--- config.mk ---
export PLATFORM = sky130hd
export DESIGN_NAME = j3se_front
export DESIGN_NICKNAME = d
export VERILOG_FILES = /design/src/rtl/j3se_pkg.sv /design/src/rtl/j3se_front.sv
export SDC_FILE = /design/constraint.sdc
export NUM_CORES = 1
export LEC_CHECK = 0
export BUFFER_PORTS_ARGS = -buffer_cell sky130_fd_sc_hd__buf_2
export CORE_MARGIN = 2
export CORE_UTILIZATION = 42
export DETAILED_ROUTE_END_ITERATION = 8
export PLACE_DENSITY = 0.85
export SLEW_MARGIN = 20
export SYNTH_ARGS = -nofsm -noshare
export SYNTH_HDL_FRONTEND = slang
export SYNTH_SLANG_ARGS = --single-unit
--- constraint.sdc ---
create_clock -name vclk -period 5.75
set_input_delay 1.15 -clock vclk [all_inputs]
set_output_delay 1.15 -clock vclk [all_outputs]
set_load 0.05 [all_outputs]
--- src/rtl/j3se_pkg.sv ---
// Shared types, constants and helpers for the coefficient bit extractor.
package j3se_pkg;

  localparam int POS_BITS   = 24;
  localparam int MAX_PAIRS  = 128;
  localparam int PIDX_W     = $clog2(MAX_PAIRS);
  localparam int PCNT_W     = $clog2(MAX_PAIRS + 1);
  localparam int HALF_MAX   = (MAX_PAIRS - 1) / 2;
  localparam int HALF_W     = $clog2(HALF_MAX + 2);
  localparam int COEFF_W    = 11;
  localparam int MAG_W      = COEFF_W + 1;
  localparam int HDR_BITS   = 32;
  localparam int BYTE_BITS  = 8;
  localparam int FIFO_DEPTH = 4;
  localparam int FIFO_AW    = $clog2(FIFO_DEPTH);

  localparam logic [1:0] CFG_STOP_BITS   = 2'd0;
  localparam logic [1:0] CFG_STOP_CHECK  = 2'd1;
  localparam logic [1:0] CFG_COEFF_LIMIT = 2'd2;

  typedef enum logic [1:0] {
    KIND_BYTE = 2'd0,
    KIND_ERR  = 2'd1,
    KIND_HDR  = 2'd2
  } kind_t;

  typedef enum logic [3:0] {
    PH_HEADER = 4'b0001,
    PH_STOPS  = 4'b0010,
    PH_MSG    = 4'b0100,
    PH_DONE   = 4'b1000
  } phase_t;

  typedef struct packed {
    logic [4:0] stop_bits;
    logic [7:0] stop_count_check;
    logic [6:0] coeff_limit;
  } cfg_t;

  typedef struct packed {
    logic                restart;
    logic                keep;
    logic                dbit;
    logic [PIDX_W-1:0]   pair;
    logic [POS_BITS-1:0] pos;
  } item_t;

  typedef struct packed {
    logic             full;
    logic             empty;
    logic [FIFO_AW:0] count;
  } fifo_stat_t;

  function automatic logic [HALF_W-1:0] half_of(input logic [6:0] coeff_limit);
    logic [6:0] h;
    h = {1'b0, coeff_limit[6:1]};
    if (int'(h) > HALF_MAX) begin
      return HALF_W'(HALF_MAX);
    end
    return HALF_W'(h);
  endfunction

  function automatic logic [PCNT_W-1:0] npairs_of(input logic [6:0] coeff_limit);
    logic [HALF_W:0] n;
    n = {half_of(coeff_limit), 1'b1};
    return PCNT_W'(n);
  endfunction

endpackage

--- src/rtl/j3se_front.sv ---
// Front end: takes coefficients, derives bit and pair, drops unused ones.
module j3se_front import j3se_pkg::*; (
  input  cfg_t                cfg,
  input  logic                in_tvalid,
  output logic                in_tready,
  input  logic                restart,
  input  logic [POS_BITS-1:0] position,
  input  logic [COEFF_W-1:0]  coeff_value,
  input  fifo_stat_t          q_stat,
  output logic                q_push,
  output item_t               q_item
);

  logic              neg;
  logic [MAG_W-1:0]  mag;
  logic [HALF_W-1:0] half;
  logic [PCNT_W-1:0] npairs;
  logic              ignore;
  logic [PCNT_W:0]   pair_w;
  logic [PCNT_W:0]   mhalf;

  assign neg    = coeff_value[COEFF_W-1];
  assign mag    = neg ? (MAG_W'(1) << (COEFF_W - 1)) * MAG_W'(2) - {1'b0, coeff_value}
                      : {1'b0, coeff_value};
  assign half   = half_of(cfg.coeff_limit);
  assign npairs = npairs_of(cfg.coeff_limit);
  assign ignore = (mag == '0) || (mag > MAG_W'(npairs));
  assign mhalf  = (PCNT_W + 1)'(mag >> 1);

  always_comb begin
    if (mag == MAG_W'(1)) begin
      pair_w = (PCNT_W + 1)'(half);
    end else if (neg) begin
      pair_w = (PCNT_W + 1)'(half) - mhalf;
    end else begin
      pair_w = (PCNT_W + 1)'(half) + mhalf;
    end
  end

  assign in_tready      = !q_stat.full;
  assign q_push         = in_tvalid && in_tready && (restart || !ignore);
  assign q_item.restart = restart;
  assign q_item.keep    = !ignore;
  assign q_item.dbit    = (neg && mag == MAG_W'(1)) ? 1'b0 : mag[0];
  assign q_item.pair    = pair_w[PIDX_W-1:0];
  assign q_item.pos     = position;

endmodule

# --- Word level (Yosys, flattened, before mapping) ---
# Cells that the tools add are included.
word_totals:
  output_inout_bits: 36
  reg_bits: 0
  inputBits: 62
op_classes:
  eq_ne: 1
  reduce_logical: 8
  mux: 4
  order_cmp: 1
  addsub: 3
op_table:
  columns: ["operator", "count"]
  rows:
  - ["$mux 7", 2]
  - ["$eq 12x1->1 const B", 1]
  - ["$gt 12x7->1", 1]
  - ["$logic_not 12->1", 1]
  - ["$mux 12", 1]
  - ["$sub 12x11->12 const A", 1]
  - ["$add 6x7->7", 1]
  - ["$sub 6x7->7", 1]
  - ["$logic_and 1x1->1", 3]
  - ["$logic_not 1->1", 2]
  - ["$logic_or 1x1->1", 2]
  - ["$mux 1", 1]

# --- Logic depth before layout (Yosys ltp) ---
# Gate-level depths: netlist of run 1.
depth:
  depth_word: 7
  depth_mapped: 15
  ltp_nobuf: 15

# --- Worst setup path before layout of run 1 ---
# OpenSTA, ideal clock, no wires.
synth_path:
  path_type: "in2out"
  start: "input port coeff_value[10]"
  end: "output port q_item[30] in the netlist's numbering"
  t_required_ns: 4.600
  arrival_time_ns: 4.375
  stages: 14
  n_path_buf: 2
  slack_ns: 0.225
  path_cell_list: "clkbuf_1 clkbuf_1 o21ai_0 inv_1 ha_1 nand2b_1 and2_1 or3_1 xnor2_1 ha_1 nand2_1 a21oi_1 or3_1 a21oi_1"
synth_rtl:
  columns: ["element", "line_no", "text"]
  rows:
  - ["from (decl)", "j3se_front.sv:8", "input logic [COEFF_W-1:0] coeff_value,"]
  - ["to (decl)", "j3se_front.sv:11", "output item_t q_item"]

==> results of run 1 <==
through the flow:
step	cell area (µm²)	hold slack (ns)
after detailed placement	1240	2.30
final	1240	2.30
after global routing	1240	2.30
after CTS	1240	2.30
after floorplan	1250	2.47
after global placement	1240	2.30
per-layer routing:
metal	up-vias	share of wire (%)	global-route usage [%]
li1	576	-	-
met1	506	48	19.6
met2	24	47	27.4
met3	0	4.4	0.440
met4	0	0	1.62
met5	-	0	0
final cells by class:
type               count  area share (%)
inverters             17            5.14
multi-input cells    119            78.2
well taps             31            3.12
repair buffers        33            13.5
worst paths after layout:
path    endpoint           start  slack [ns]  cells after the start
max   q_item[30]  coeff_value[0]        0.30                     17
min   q_item[16]    position[16]        2.30                      0
placed cells by master, fill, tap and decap left out, drive strengths merged, types with 2 or more instances in the layout:
cell,Yosys,layout
o21a,3,3
or3,6,6
o311ai,3,3
nand2b,2,2
a21o,4,4
o21ai,4,4
nor2,4,4
nor3,5,5
mux2,2,2
o211ai,2,2
o22ai,2,2
nand4,3,3
ha,15,15
xnor2,10,10
o31a,2,2
a21oi,7,7
nand2,8,8
inv,17,17
nor2b,4,4
buf,27,33
nand3,5,5
mux2i,6,6
xor2,4,4
worst max-delay path, stage by stage:
cell      delay [ns]
buf_2           0.17
inv_1           0.11
ha_1            0.28
nor2b_1         0.20
xor2_1          0.22
inv_1           0.07
ha_1            0.19
nand2b_1        0.11
and2_1          0.16
xnor2_1         0.13
ha_1            0.29
nor2b_1         0.14
o21ai_0         0.20
a21oi_1         0.11
or3_1           0.37
a21oi_1         0.13
buf_2           0.28
logic make-up after synthesis:
kind of cell,after synthesis
AOI/OAI and AO/OA,35
and+or+nand+nor,46
xor gates and xnor gates,14
adders and majority gates,16
muxes,8
buffers and inverters,48
power by group:
| part | total (mW) | switching, mW | internal, mW | leakage [nW] |
|---|---|---|---|---|
| Combinational | 0.185 | 0.122 | 0.0637 | 0.629 |
| Clock | 0 | 0 | 0 | 0 |
| Sequential | 0 | 0 | 0 | 0 |
==> metrics.yaml, run 1 <==
power:
  design_power_total_uw: 185
  max-vdd-ir-drop_uv: 54.8
  static_leakage_nw: 0.629
  cellPowerDensity_nw_per_um2: 149
timing:
  least_setup_slack_across_all_paths_after_layout_ns: 0.302
  timing_worst_slew_pin_value_ns: 0.409
  min_period_over_period_pct: 94.7
  final_hold_viol_count: 0
  timing_max_transition_violations_final: 0
  rsz0062_at_grt: "false"
  finalSetupViolations: 0
  worst_slew_margin_pct: 72.3
  min_period_ns: 5.45
  setup-tns-final_ns: 0
  achievable_freq_ghz: 0.184
floorplan:
  placementRows: 19
  initial_core_util_pct: 44.7
  ioPinCount: 98
  dieHeight_um: 58.7
  dieWidth_um: 58.7
  core-area_um2: 2810
  die_area_um2: 3440
logic_synthesis:
  yosys.area.top_type_share_pct: 15.0
  synth.lib_cells_used.distinct: 50
  average_instance_area_after_synthesis_um2: 7.51
  syn_area_um2: 1250
  synth_top_cells_by_area: "buf_4 (15%), ha_1 (15%), xnor2_1 (7.0%)"
  synth-adder-area-share_pct: 16.6
  share_of_synthesized_cell_area_in_and_or_nand_and_nor_gates_pct: 22.2
  synth-compound-area-share_pct: 21.7
  synth.top_cells.by_count: "buf_4 (25), inv_1 (17), ha_1 (15), xnor2_1 (10), nand2_1 (8)"
  yosys.area_share.xor_xnor_pct: 9.77
  mappedNetlistNets: 245
  syn-instance-count: 167
  synth_area_leader_cell: "buf_4"
  seq_area_frac_synth_pct: 0
  synth_most_common_cell: "buf_4"
  synth_top_family_by_area: "buffers and inverters"
  yosys-mux-area-fraction_pct: 7.18
  synth-warning-count: 0
critical_path:
  cp-end-kind: "output pin"
  timing.setup.critical_path_class: "primary input to output pin"
  crit_arrival_ns: 4.30
  worstPathRequired_ns: 4.60
  critPathLaunchType: "primary input"
  critical_path_peak_fanout: 8
layout:
  layout-drive-gt1-share_pct: 24.9
  n_sequential_cell: 0
  multiInputGateArea_um2: 972
  layout-area-overhead-vs-synth_pct: -0.997
  finish.utilization_pct: 44.3
  clock_buffer_cells: 0
  fillCellCount: 293
  finish.net_count: 249
  n_antenna_cell: 0
  final-instance-count-excl-fill: 200
  ff_latch_area_um2: 0
placed_design:
  detailed_place_hpwl_mm: 2.18
  place.gp.congestion: 0.843
  io_buffer_count: 32
  preCtsSetupSlack_ns: 0.304
  total_placed_cells_including_tap_cells: 200
detailed_routing:
  antenna_violating_nets_post_route: 0
  number_of_remaining_drc_errors: 5
  number_of_iterations_in_the_first_detailed_routing_pass: 6
  detailedRoute.firstIterationViolations: 30
  routed_via_density: 5.53
  finalWirelength_mm: 2.61
  wl_per_cell_um: 13.0
  dr_total_vias: 1106
status:
  violations: "DRC"
  run_status: "finished with violations"
grt:
  pin_count_of_the_biggest_net_entering_global_routing: 18
  grt_first_pass_wirelength_mm: 4.26
  grt_pass1_vias: 1053
  track_usage_pct: 14.8
  globalRouteOverflowTotal: 0
  antenna_violations_before_repair: 0
clock_tree:
  holdBufCountCts: 0
  post_cts.resized_instances: 0
  post-cts-setup-buffers: 0
job:
  drv.max_cap_violation_count: 0
min_path:
  hold_path_class: "primary input to output pin"
(Power assumes the default switching activity.)
==> run 2: changes to the inputs <==
- clock period: 5.75 -> 5.3 ns (I/O delays scaled with it)
==> run 2 against run 1 <==
Compared with the run above:
- the flow still finishes with violations (DRC)
- sequential share of layout area unchanged
- die area is the same
- via count up 2.5%
- clock-buffer cell count unchanged
- largest cell class unchanged
- combinational power is 10% higher
- core utilization is 1.0 points higher
- hold slack lost 0.18 ns
- largest power group unchanged
- final cell count grew 1.5%
- total power rose by 10%
- non-clock buffer count up 3
==> metrics.yaml, run 2 (same netlist as run 1, synthesis figures left out) <==
power:
  clock_power_share_pct: 0
  share_comb_of_total_power_pct: 100.0
  static_leakage_nw: 0.645
  power.share.sequential_pct: 0
  power.switching_uw: 132
  cellPowerDensity_nw_per_um2: 160
  max-vdd-ir-drop_uv: 53.8
  power.share.switching_pct: 64.8
  cellInternalPower_uw: 71.7
placed_design:
  place.gp.congestion: 0.822
  io_buffer_count: 32
  detailed_place_hpwl_mm: 2.18
  preCtsSetupSlack_ns: 0.184
detailed_routing:
  wl_per_cell_um: 12.5
  number_of_iterations_in_the_first_detailed_routing_pass: 6
  finalWirelength_mm: 2.54
  dr_total_vias: 1134
  antenna_violating_nets_post_route: 0
  number_of_remaining_drc_errors: 4
  routed_via_density: 5.59
  detailedRoute.firstIterationViolations: 66
layout:
  finish.utilization_pct: 45.3
  n_sequential_cell: 0
  n_antenna_cell: 0
  layout-drive-gt1-share_pct: 26.7
  layout-area-overhead-vs-synth_pct: 1.30
  ff_latch_area_um2: 0
  finish.net_count: 252
  layout_common_cells: "buf_2 (31), inv_1 (17), ha_1 (15), xnor2_1 (10), nand2_1 (8)"
  clock_buffer_cells: 0
  layout.cells.most_common: "buf_2"
grt:
  globalRouteOverflowTotal: 0
  antenna_violations_before_repair: 0
  grt_pass1_vias: 1045
  grt_first_pass_wirelength_mm: 4.15
  track_usage_pct: 14.5
  pin_count_of_the_biggest_net_entering_global_routing: 14
floorplan:
  dieHeight_um: 58.7
  placementRows: 19
  ioPinCount: 98
  initial_core_util_pct: 44.7
  core-area_um2: 2810
  die_area_um2: 3440
  dieWidth_um: 58.7
critical_path:
  worstPathRequired_ns: 4.24
  cp-end-kind: "output pin"
  critical_path_peak_fanout: 4
  critPathLaunchType: "primary input"
  timing.setup.critical_path_class: "primary input to output pin"
  crit_arrival_ns: 3.99
timing:
  worst_slew_margin_pct: 73.0
  timing_max_transition_violations_final: 0
  min_period_over_period_pct: 95.3
  finalSetupViolations: 0
  min_period_ns: 5.05
  rsz0062_at_grt: "false"
  least_setup_slack_across_all_paths_after_layout_ns: 0.248
  setup-tns-final_ns: 0
  achievable_freq_ghz: 0.198
  timing_worst_slew_pin_value_ns: 0.398
  final_hold_viol_count: 0
min_path:
  hold_path_class: "primary input to output pin"
clock_tree:
  post-cts-setup-buffers: 0
  holdBufCountCts: 0
status:
  violations: "DRC"
  run_status: "finished with violations"
job:
  drv.max_cap_violation_count: 0
-- run 2: repair_timing --
| action | CTS | global route |
|---|---|---|
| setup endpoints to repair | 0 | 2 |
| resized for setup | 0 | 3 |
| endpoints found under the hold margin | 0 | 0 |
-- run 2: area by class of cell --
type	instances	area, µm²
fillers	288	1530
multi-input cells	119	976
inverters	17	63.8
well taps	31	38.8
repair buffers	36	193
-- run 2: routing by layer --
layer | vias up | track usage [%] | routed length, µm
met5 | - | 0 | 0
met4 | 0 | 0.649 | 0
met3 | 0 | 0.440 | 187
met2 | 42 | 26.3 | 1200
met1 | 511 | 20.0 | 1160
li1 | 581 | - | -
-- run 2: final timing paths --
kind	depth (start not counted)	endpoint	slack (ns)	startpoint
worst max-delay path	15	q_item[29]	0.25	coeff_value[0]
worst min-delay path	0	q_item[23]	2.12	position[23]
-- run 2: critical path, cell delays in order --
cell	delay, ns
buf_2	0.09
inv_1	0.08
ha_1	0.22
nor2b_1	0.17
xor2_1	0.20
inv_1	0.06
ha_1	0.29
mux2i_1	0.20
ha_1	0.27
nor2b_1	0.13
o21a_1	0.20
o21a_1	0.19
o311ai_0	0.37
mux2_4	0.21
buf_2	0.25
-- run 2: power groups by stage --
stage          clock [mW]  combinational, mW  sequential, mW
3_3_place_gp            0              0.200               0
6_report                0              0.204               0
5_1_grt                 0              0.222               0
2_1_floorplan           0              0.208               0
4_1_cts                 0              0.204               0
3_5_place_dp            0              0.203               0
-- run 2: through the flow --
step                cells  hold WS (ns)  area (µm²)  total power, mW
global placement      203          2.12        1270            0.200
global route          203          2.12        1270            0.222
floorplan             167          2.29        1260            0.208
detailed placement    203          2.12        1270            0.203
CTS                   203          2.12        1270            0.204
finish                203          2.12        1270            0.204
