File: src/rtl/j3se_pkg.sv
// Shared types, constants and helpers for the coefficient bit extractor.
package j3se_pkg;

  localparam int POS_BITS   = 24;
  localparam int MAX_PAIRS  = 128;
  localparam int PIDX_W     = $clog2(MAX_PAIRS);
  localparam int PCNT_W     = $clog2(MAX_PAIRS + 1);
  localparam int HALF_MAX   = (MAX_PAIRS - 1) / 2;
  localparam int HALF_W     = $clog2(HALF_MAX + 2);
  localparam int COEFF_W    = 11;
  localparam int MAG_W      = COEFF_W + 1;
  localparam int HDR_BITS   = 32;
  localparam int BYTE_BITS  = 8;
  localparam int FIFO_DEPTH = 4;
  localparam int FIFO_AW    = $clog2(FIFO_DEPTH);

  localparam logic [1:0] CFG_STOP_BITS   = 2'd0;
  localparam logic [1:0] CFG_STOP_CHECK  = 2'd1;
  localparam logic [1:0] CFG_COEFF_LIMIT = 2'd2;

  typedef enum logic [1:0] {
    KIND_BYTE = 2'd0,
    KIND_ERR  = 2'd1,
    KIND_HDR  = 2'd2
  } kind_t;

  typedef enum logic [3:0] {
    PH_HEADER = 4'b0001,
    PH_STOPS  = 4'b0010,
    PH_MSG    = 4'b0100,
    PH_DONE   = 4'b1000
  } phase_t;

  typedef struct packed {
    logic [4:0] stop_bits;
    logic [7:0] stop_count_check;
    logic [6:0] coeff_limit;
  } cfg_t;

  typedef struct packed {
    logic                restart;
    logic                keep;
    logic                dbit;
    logic [PIDX_W-1:0]   pair;
    logic [POS_BITS-1:0] pos;
  } item_t;

  typedef struct packed {
    logic             full;
    logic             empty;
    logic [FIFO_AW:0] count;
  } fifo_stat_t;

  function automatic logic [HALF_W-1:0] half_of(input logic [6:0] coeff_limit);
    logic [6:0] h;
    h = {1'b0, coeff_limit[6:1]};
    if (int'(h) > HALF_MAX) begin
      return HALF_W'(HALF_MAX);
    end
    return HALF_W'(h);
  endfunction

  function automatic logic [PCNT_W-1:0] npairs_of(input logic [6:0] coeff_limit);
    logic [HALF_W:0] n;
    n = {half_of(coeff_limit), 1'b1};
    return PCNT_W'(n);
  endfunction

endpackage

File: src/rtl/j3se_fifo.sv
// Short queue between the front end and the execution back end.
module j3se_fifo import j3se_pkg::*; (
  input  logic       clk,
  input  logic       rst_n,
  input  logic       push,
  input  item_t      din,
  input  logic       pop,
  output item_t      dout,
  output fifo_stat_t stat
);

  item_t              q_r [FIFO_DEPTH];
  logic [FIFO_AW-1:0] wp_r, rp_r;
  logic [FIFO_AW:0]   cnt_r;
  logic               do_push, do_pop;

  assign stat.full  = (cnt_r == (FIFO_AW + 1)'(FIFO_DEPTH));
  assign stat.empty = (cnt_r == '0);
  assign stat.count = cnt_r;
  assign do_push    = push && !stat.full;
  assign do_pop     = pop && !stat.empty;
  assign dout       = q_r[rp_r];

  always_ff @(posedge clk) begin
    if (!rst_n) begin
      wp_r  <= '0;
      rp_r  <= '0;
      cnt_r <= '0;
    end else begin
      if (do_push) begin
        wp_r <= wp_r + FIFO_AW'(1);
      end
      if (do_pop) begin
        rp_r <= rp_r + FIFO_AW'(1);
      end
      if (do_push && !do_pop) begin
        cnt_r <= cnt_r + (FIFO_AW + 1)'(1);
      end else if (do_pop && !do_push) begin
        cnt_r <= cnt_r - (FIFO_AW + 1)'(1);
      end
    end
  end

  always_ff @(posedge clk) begin
    if (do_push) begin
      q_r[wp_r] <= din;
    end
  end

endmodule

File: config.mk
export PLATFORM = sky130hd
export DESIGN_NAME = j3se_fifo
export DESIGN_NICKNAME = d
export VERILOG_FILES = /design/src/rtl/j3se_pkg.sv /design/src/rtl/j3se_fifo.sv
export SDC_FILE = /design/constraint.sdc
export NUM_CORES = 1
export LEC_CHECK = 0
export BUFFER_PORTS_ARGS = -buffer_cell sky130_fd_sc_hd__buf_2
export CAP_MARGIN = 40
export CORE_MARGIN = 2
export CORE_UTILIZATION = 55
export CTS_CLUSTER_DIAMETER = 60
export DETAILED_ROUTE_END_ITERATION = 7
export PLACE_DENSITY = 0.89
export SYNTH_ARGS = -nofsm -noshare
export SYNTH_HDL_FRONTEND = slang
export SYNTH_SLANG_ARGS = --single-unit
File: constraint.sdc
create_clock -name clk -period 5 [get_ports clk]
set_clock_uncertainty 0.1 [all_clocks]
set_input_delay 0.5 -clock clk [delete_from_list [all_inputs] [get_ports clk]]
set_output_delay 0.5 -clock clk [all_outputs]
set_load 0.01 [all_outputs]
; ---- After elaboration in Yosys (flattened, before gate mapping)
; Memory sizes are Yosys's and may differ from the RTL's. A register that Yosys moved wholly into a read port is not among the register bits.
; Index checks and enable logic that the tools add are counted.
[word_totals]
register_bits = 7
mem_bits_rw = 136
in_bits = 38
output_inout_bits = 39
word_cells = 25
n_memories = 1
[memory_table]
columns = memory, words, width, rd, rd_ports_with_merged_regs, write_ports, line
row1 = q_r, 4, 34, 1, 1, 1, j3se_fifo.sv:12  ; item_t q_r [FIFO_DEPTH];
[op_classes]
addsub = 4
eq_ne = 1
muxes = 6
reduce_logical = 10
[op_table]
columns = cell, count
row1 = $mux 3, 2
row2 = $add 2x1->2 const B, 2
row3 = $logic_and 1x1->1, 4
row4 = $logic_not 1->1, 4
row5 = $mux 2, 2
row6 = $add 3x1->3 const B, 1
row7 = $eq 3x3->1 const B, 1
row8 = $logic_not 3->1, 1
row9 = $sub 3x1->3 const B, 1
row10 = $mux 1, 2
row11 = $reduce_bool 2->1, 1

; ---- Depth between registers and ports, before layout
; Gate-level depths: netlist of run 1.
[depth]
ltp_word = 7
ltp_mapped = 9
depth_no_buf = 8

; ---- Least setup slack after synthesis of run 1
; OpenSTA, ideal clock, no wires.
[synth_path]
kind = reg-to-reg
from = reg cnt_r[0]
to = mem q_r[0][0] (netlist name), enable pin
setup_time_ns = 0.394
arrival_time_ns = 1.756
t_required_ns = 4.506
slack_ns = 2.750
stages_incl_launch_ff = 5
n_path_buf = 1
period_less_slack_ns = 2.250
path_cell_list = dfxtp_1 -> nor3b_2 -> nor2b_1 -> buf_6 -> and2_1
[synth_lines]
columns = element, line
row1 = "start, declared", j3se_fifo.sv:14  ; logic [FIFO_AW:0] cnt_r;
row2 = "start signal, assigned", j3se_fifo.sv:37  ; cnt_r <= cnt_r + (FIFO_AW + 1)'(1);
row3 = "start signal, assigned", j3se_fifo.sv:39  ; cnt_r <= cnt_r - (FIFO_AW + 1)'(1);
row4 = "end, declared", j3se_fifo.sv:12

==> results of run 1 <==
[cell usage after synthesis (all sizes together)]
master and number:
nor3 1, nor3b 1, mux2i 3, buf 8, clkbuf 2, ha 5, dfxtp 9, a21boi 1
edfxtp 136, o311ai 1, fa 1, o21ai 1, xor2 1, mux4 34, and2 8, xnor2 3
or3 1, nand2 4, nor2b 2, o31ai 1, inv 3
[cell families (layout without fill, tap and decap cells)]
kind of cell             count (synthesis)  count (layout)  synth area share [%]
AO/OA/AOI/OAI                            4               4                 0.621
XOR/XNOR                                 4               4                 0.644
adder cells (fa/ha/maj)                  6               6                  1.52
buffers and inverters                   13             114                  2.14
flip-flops                             145             145                  78.3
multiplexers                            37              37                  14.9
AND/OR/NAND/NOR                         17              17                  1.86
[through the flow]
stage	cells	setup WS [ps]	total power [mW]
2_1_floorplan	226	2750	2.10
3_3_place_gp	426	2470	2.29
3_5_place_dp	431	2440	2.33
4_1_cts	460	1910	3.44
5_1_grt	460	1830	3.54
6_report	460	2030	3.39
[report_power, final]
group          switching, mW  internal, mW  leakage [nW]  total [mW]
Combinational          0.343         0.382         0.677       0.725
Clock                  0.414         0.688         0.251        1.10
Sequential            0.0866          1.48          1.32        1.56
[worst max-delay path: stages, from the launching register on]
cell and delay, ps:
dfxtp_2 690, buf_4 440, mux4_2 570, buf_2 160
[layout make-up]
class                      count  area, sq um
tap                          133          166
inverter                       3         11.3
clock inverter                10         96.3
sequential                   145         4270
fill                         633         3170
timing repair buffer          82          488
multi-input combinational     68         1070
clock buffer                  19          422
[worst max-delay path by stage]
| stage | start | to | cells after the start | slack, ps |
|---|---|---|---|---|
| 4_1_cts | flip-flop | dout[21] | 3 | 1910 |
| 3_3_place_gp | flip-flop | dout[31] | 3 | 2470 |
| 3_5_place_dp | cnt_r[0]$_SDFFE_PN0P_ | cnt_r[2]$_SDFFE_PN0P_ | 8 | 2440 |
| 5_1_grt | flip-flop | dout[17] | 3 | 1830 |
| 2_1_floorplan | cnt_r[0]$_SDFFE_PN0P_ | q_r[0][0]$_DFFE_PP_ | 4 | 2750 |
| 6_report | flip-flop | dout[17] | 3 | 2030 |
[flip-flops by register name (all words and copies together), names as in the netlist, named ones only]
signal,flops
cnt_r,3
rp_r,2
wp_r,2
q_r,136
[layer usage]
layer / up-vias / track usage (%) / part of all wire, % / wire length [um]
li1: 1129 / - / - / -
met1: 1270 / 22.4 / 42 / 3710
met2: 68 / 27.5 / 49 / 4290
met3: 18 / 6.32 / 6.2 / 540
met4: 2 / 9.51 / 2.0 / 178
met5: - / 0 / 0.15 / 13
==> run metrics, run 1 <==
# IOs 77; Post-Syn Area per Cell 24.1 sq um; Synth cell types 24; Initial Util 56.2%; register bit total from synthesis 145; Skew-Pair Late Insertion Delay 510 ps; Critical Path Source Type flip-flop; H-tree Lvls 4; Root Buffer Master clkbuf_8; Crit Reg-Reg Startpoint cnt_r[0]$_SDFFE_PN0P_; flop2flop setup slack 2430 ps; RD Place Congestion 0.668; initial drt markers 81; # resized after CTS 0; initial antenna violation count 1; fmax 336 MHz; fin crit share 59.5%; r2r worst-path depth 8; CTS tree yes; Worst VDD drop 0.278 mV; DR vias 2487; status complete, no violations; IO Port Bufs 76; Worst Hold End q_r[2][15]$_DFFE_PP_; Synthesized Nets 270; YS warnings 0; Hold Crit Start din[15]; Area contributors post-synth edfxtp_1, mux4_2, dfxtp_1; pwr dens 520 nW/um^2; die height 103 um; sequential area share after synthesis 78.3%; final routed DRC violation total 0; Worst Setup Path Type flip-flop to output port; commonest non-fill, non-tap cell in the layout edfxtp_1; hold buffers post-CTS 0; Setup crit end kind output port; pin count of the biggest net entering global routing 28; first-pass iteration count of the detailed router 4; layout cells sized above 1 43.4%; RSZ-0062 raised after global routing no; clock-pin slew on the worst setup and hold paths 60 ps; P_leak 2.25 nW; final core utilization 67.3%; Post-Route WL 8.73 mm; # rows 36; Min Hold Slack 102 ps; ANT nets after route 0; most frequent cells in the layout edfxtp_1, buf_2, mux4_2; Area Overhead vs Synth 19.7%; post-route cell area 6520 sq um; Wirelength per Cell 19.0 um; final worst path period need 2970 ps; Die ar. 10700 sq um; vias per inst 5.41; Fin Setup TNS 0 ps; final setup violation count 0; Hold Path Cell Cnt 1; Reg-to-Reg End cnt_r[2]$_SDFFE_PN0P_; worst path arrival time 2370 ps; post-synth top area share 75.0%; core area 9680 sq um; worst rel slew slack 62.5%; Final nets 361; final hold viol count 0; vias in the first global route 2598; clk sinks 145; Post-CTS Setup Repair Bufs 0; first-pass GRT wire length 13.3 mm; Max-Cap Viols 0; gr usage total 17.8%; CTS max path bufs 2; Synth area leader edfxtp_1; Slew Limit Fails 0; Die X 103 um; Worst Path Max Fanout 18; synthesized cell area 5440 sq um; Area after DPL 6000 sq um; Worst Tran Pin Value 563 ps; HP Class input port to flip-flop; TritonCTS Buffers 17; Syn Inst Count 226; DP HPWL 5.50 mm; CP required 4400 ps; global route overflow 0; n_diodes 0
(Power assumes the default switching activity.)
==> inputs of run 2 (changes only) <==
ABC_AREA = 1   (was unset)
CORE_UTILIZATION = 51   (was 55)
PLACE_DENSITY = 0.87   (was 0.89)
clock period = 2.4 ns   (was 5 ns; I/O delays follow)
==> run metrics, run 2 <==
async set-reset flop share out of synthesis 0%; global route overflow 0; worst path arrival time 1880 ps; worst rel slew slack 67.1%; YS warnings 0; most frequent cells in the layout edfxtp_1, buf_2, o21ai_0; status complete, no violations; Critical-path top delay cell clkinv_2; Min Hold Slack 372 ps; Worst VDD drop 0.711 mV; core area 10900 sq um; IO Port Bufs 76; Die ar. 12100 sq um; Synthesized Nets 443; Slew Limit Fails 0; Worst Setup Path Type flip-flop to output port; final hold viol count 0; Post-Route WL 11.7 mm; cell with the most instances after synthesis edfxtp_1; ANT nets after route 0; Top FF cell, synth edfxtp_1; fmax 450 MHz; Worst Tran Pin Value 492 ps; first-pass GRT wire length 17.9 mm; CTS tree yes; combinational fraction of design power 24.8%; HP Class input port to flip-flop; Critical Path Source Type flip-flop; layout cells sized above 1 30.0%; Final nets 568; n_diodes 0; fin crit share 92.6%; count of flip-flops with a built-in enable after synthesis 136; Critical Path Max Stage Delay 420 ps; synthesized cell area 5740 sq um; Worst Path Max Fanout 34; P_int 5.35 mW; Area contributors post-synth edfxtp_1, o21ai_0, o22ai_2; first-pass iteration count of the detailed router 4; Wirelength per Cell 17.3 um; gr usage total 20.5%; pin count of the biggest net entering global routing 69; RD Place Congestion 0.784; Setup crit end kind output port; # rows 38; initial drt markers 310; clock power share 33.0%; vias per inst 5.41; final setup violation count 0; TritonCTS Buffers 17; commonest non-fill, non-tap cell in the layout edfxtp_1; worst path cell trace clkinv_2 -> o21ai_0 -> o22ai_2 -> buf_2; Syn Inst Count 399; register bit total from synthesis 145; Area Overhead vs Synth 25.6%; Initial Util 52.7%; DR vias 3662; CP required 2060 ps; Root Buffer Master clkbuf_8; sequential power share 42.2%; Largest regs q_r x136, cnt_r x3; clk sinks 145; DP HPWL 6.79 mm; post-route cell area 7200 sq um; post-synth top area share 71.2%; Area after DPL 6260 sq um; Commonest cells post-synth edfxtp_1, o21ai_0, nor2_1, nor2_2, o22ai_2; Skew-Pair Late Insertion Delay 510 ps; final worst path period need 2220 ps; CTS max path bufs 2; H-tree Lvls 4; Die X 110 um; sequential area share after synthesis 74.3%; Sw Pwr 2.26 mW; # IOs 77; Biggest register q_r; vias in the first global route 3678; final core utilization 66.2%; Post-Syn Area per Cell 14.4 sq um; Net Sw Frac 29.7%; pwr dens 1060 nW/um^2; Synth area leader edfxtp_1; initial antenna violation count 0; max reg flops 136; final routed DRC violation total 0; RSZ-0062 raised after global routing no; Synth cell types 23; Max-Cap Viols 0; Post-CTS Setup Repair Bufs 0; die height 110 um; clock-pin slew on the worst setup and hold paths 60 ps; P_leak 2.63 nW
[run 2: changes by cell type after synthesis, sizes merged, moves of 15 or more]
cell   before  now
inv         3   18
mux4       34    0
nor2        0   82
o21ai       1   69
o22ai       0   34
[run 2: worst max-delay path, delay by kind of cell, from the launching register on]
family / cells / cell delay [ps]
compound gates: 2 / 420
buf+inv: 2 / 580
flops: 1 / 370
[run 2: final cells by class]
cell class / count / area (sq um)
tap: 140 / 175
multi-input combinational: 215 / 1260
sequential: 145 / 4270
timing repair buffer: 127 / 856
clock inverter: 10 / 135
fill: 742 / 3680
inverter: 18 / 76.3
clock buffer: 22 / 433
[run 2: power by group through the flow]
stage / Combinational, mW / Sequential [mW] / Clock [mW]
finish: 1.89 / 3.21 / 2.51
global route: 2.08 / 3.24 / 2.66
CTS: 1.90 / 3.21 / 2.55
detailed placement: 1.84 / 3.26 / 0
global placement: 1.76 / 3.24 / 0
floorplan: 1.27 / 3.22 / 0
[run 2: metrics by stage]
step	power (mW)	setup TNS, ps	setup WS (ps)	cells
final	7.61	0	176	677
after global routing	7.99	0	36.4	677
after CTS	7.66	0	7.74	677
after detailed placement	5.10	0	358	608
after global placement	5.00	0	546	608
after floorplan	4.49	-41650	-306	399
[run 2: logic make-up after synthesis]
kind of cell               count (synthesis)  synth area share, %
AOI/OAI and AO/OA                        106                 12.2
buffers and inverters                     39                 4.19
adders and majority gates                  6                 1.44
and+or+nand+nor                          102                 7.70
xor gates and xnor gates                   1                0.153
DFF                                      145                 74.3
[run 2: what timing repair did]
| action | 4_1_cts | 5_1_grt |
|---|---|---|
| setup endpoints to repair | 0 | 25 |
| resized for setup | 0 | 3 |
| hold buffers | 37 | 0 |
| endpoints found under the hold margin | 145 | 0 |
[run 2: worst paths after layout]
path,from,to,slack [ps],depth (start not counted)
max reg2reg,cnt_r[0]$_SDFFE_PN0P_,cnt_r[2]$_SDFFE_PN0P_,340,13
min,din[13],q_r[3][13]$_DFFE_PP_,370,2
min reg2reg,rp_r[1]$_SDFFE_PN0P_,rp_r[1]$_SDFFE_PN0P_,420,2
max,flip-flop,dout[0],180,4
[run 2: routing by layer]
metal | GRT usage (%) | part of all wire (%) | vias to the layer above
met5 | 0 | 0 | -
met4 | 11.3 | 2.7 | 0
met3 | 5.58 | 5.3 | 23
met2 | 34.8 | 51 | 112
met1 | 23.5 | 41 | 1817
li1 | - | - | 1710
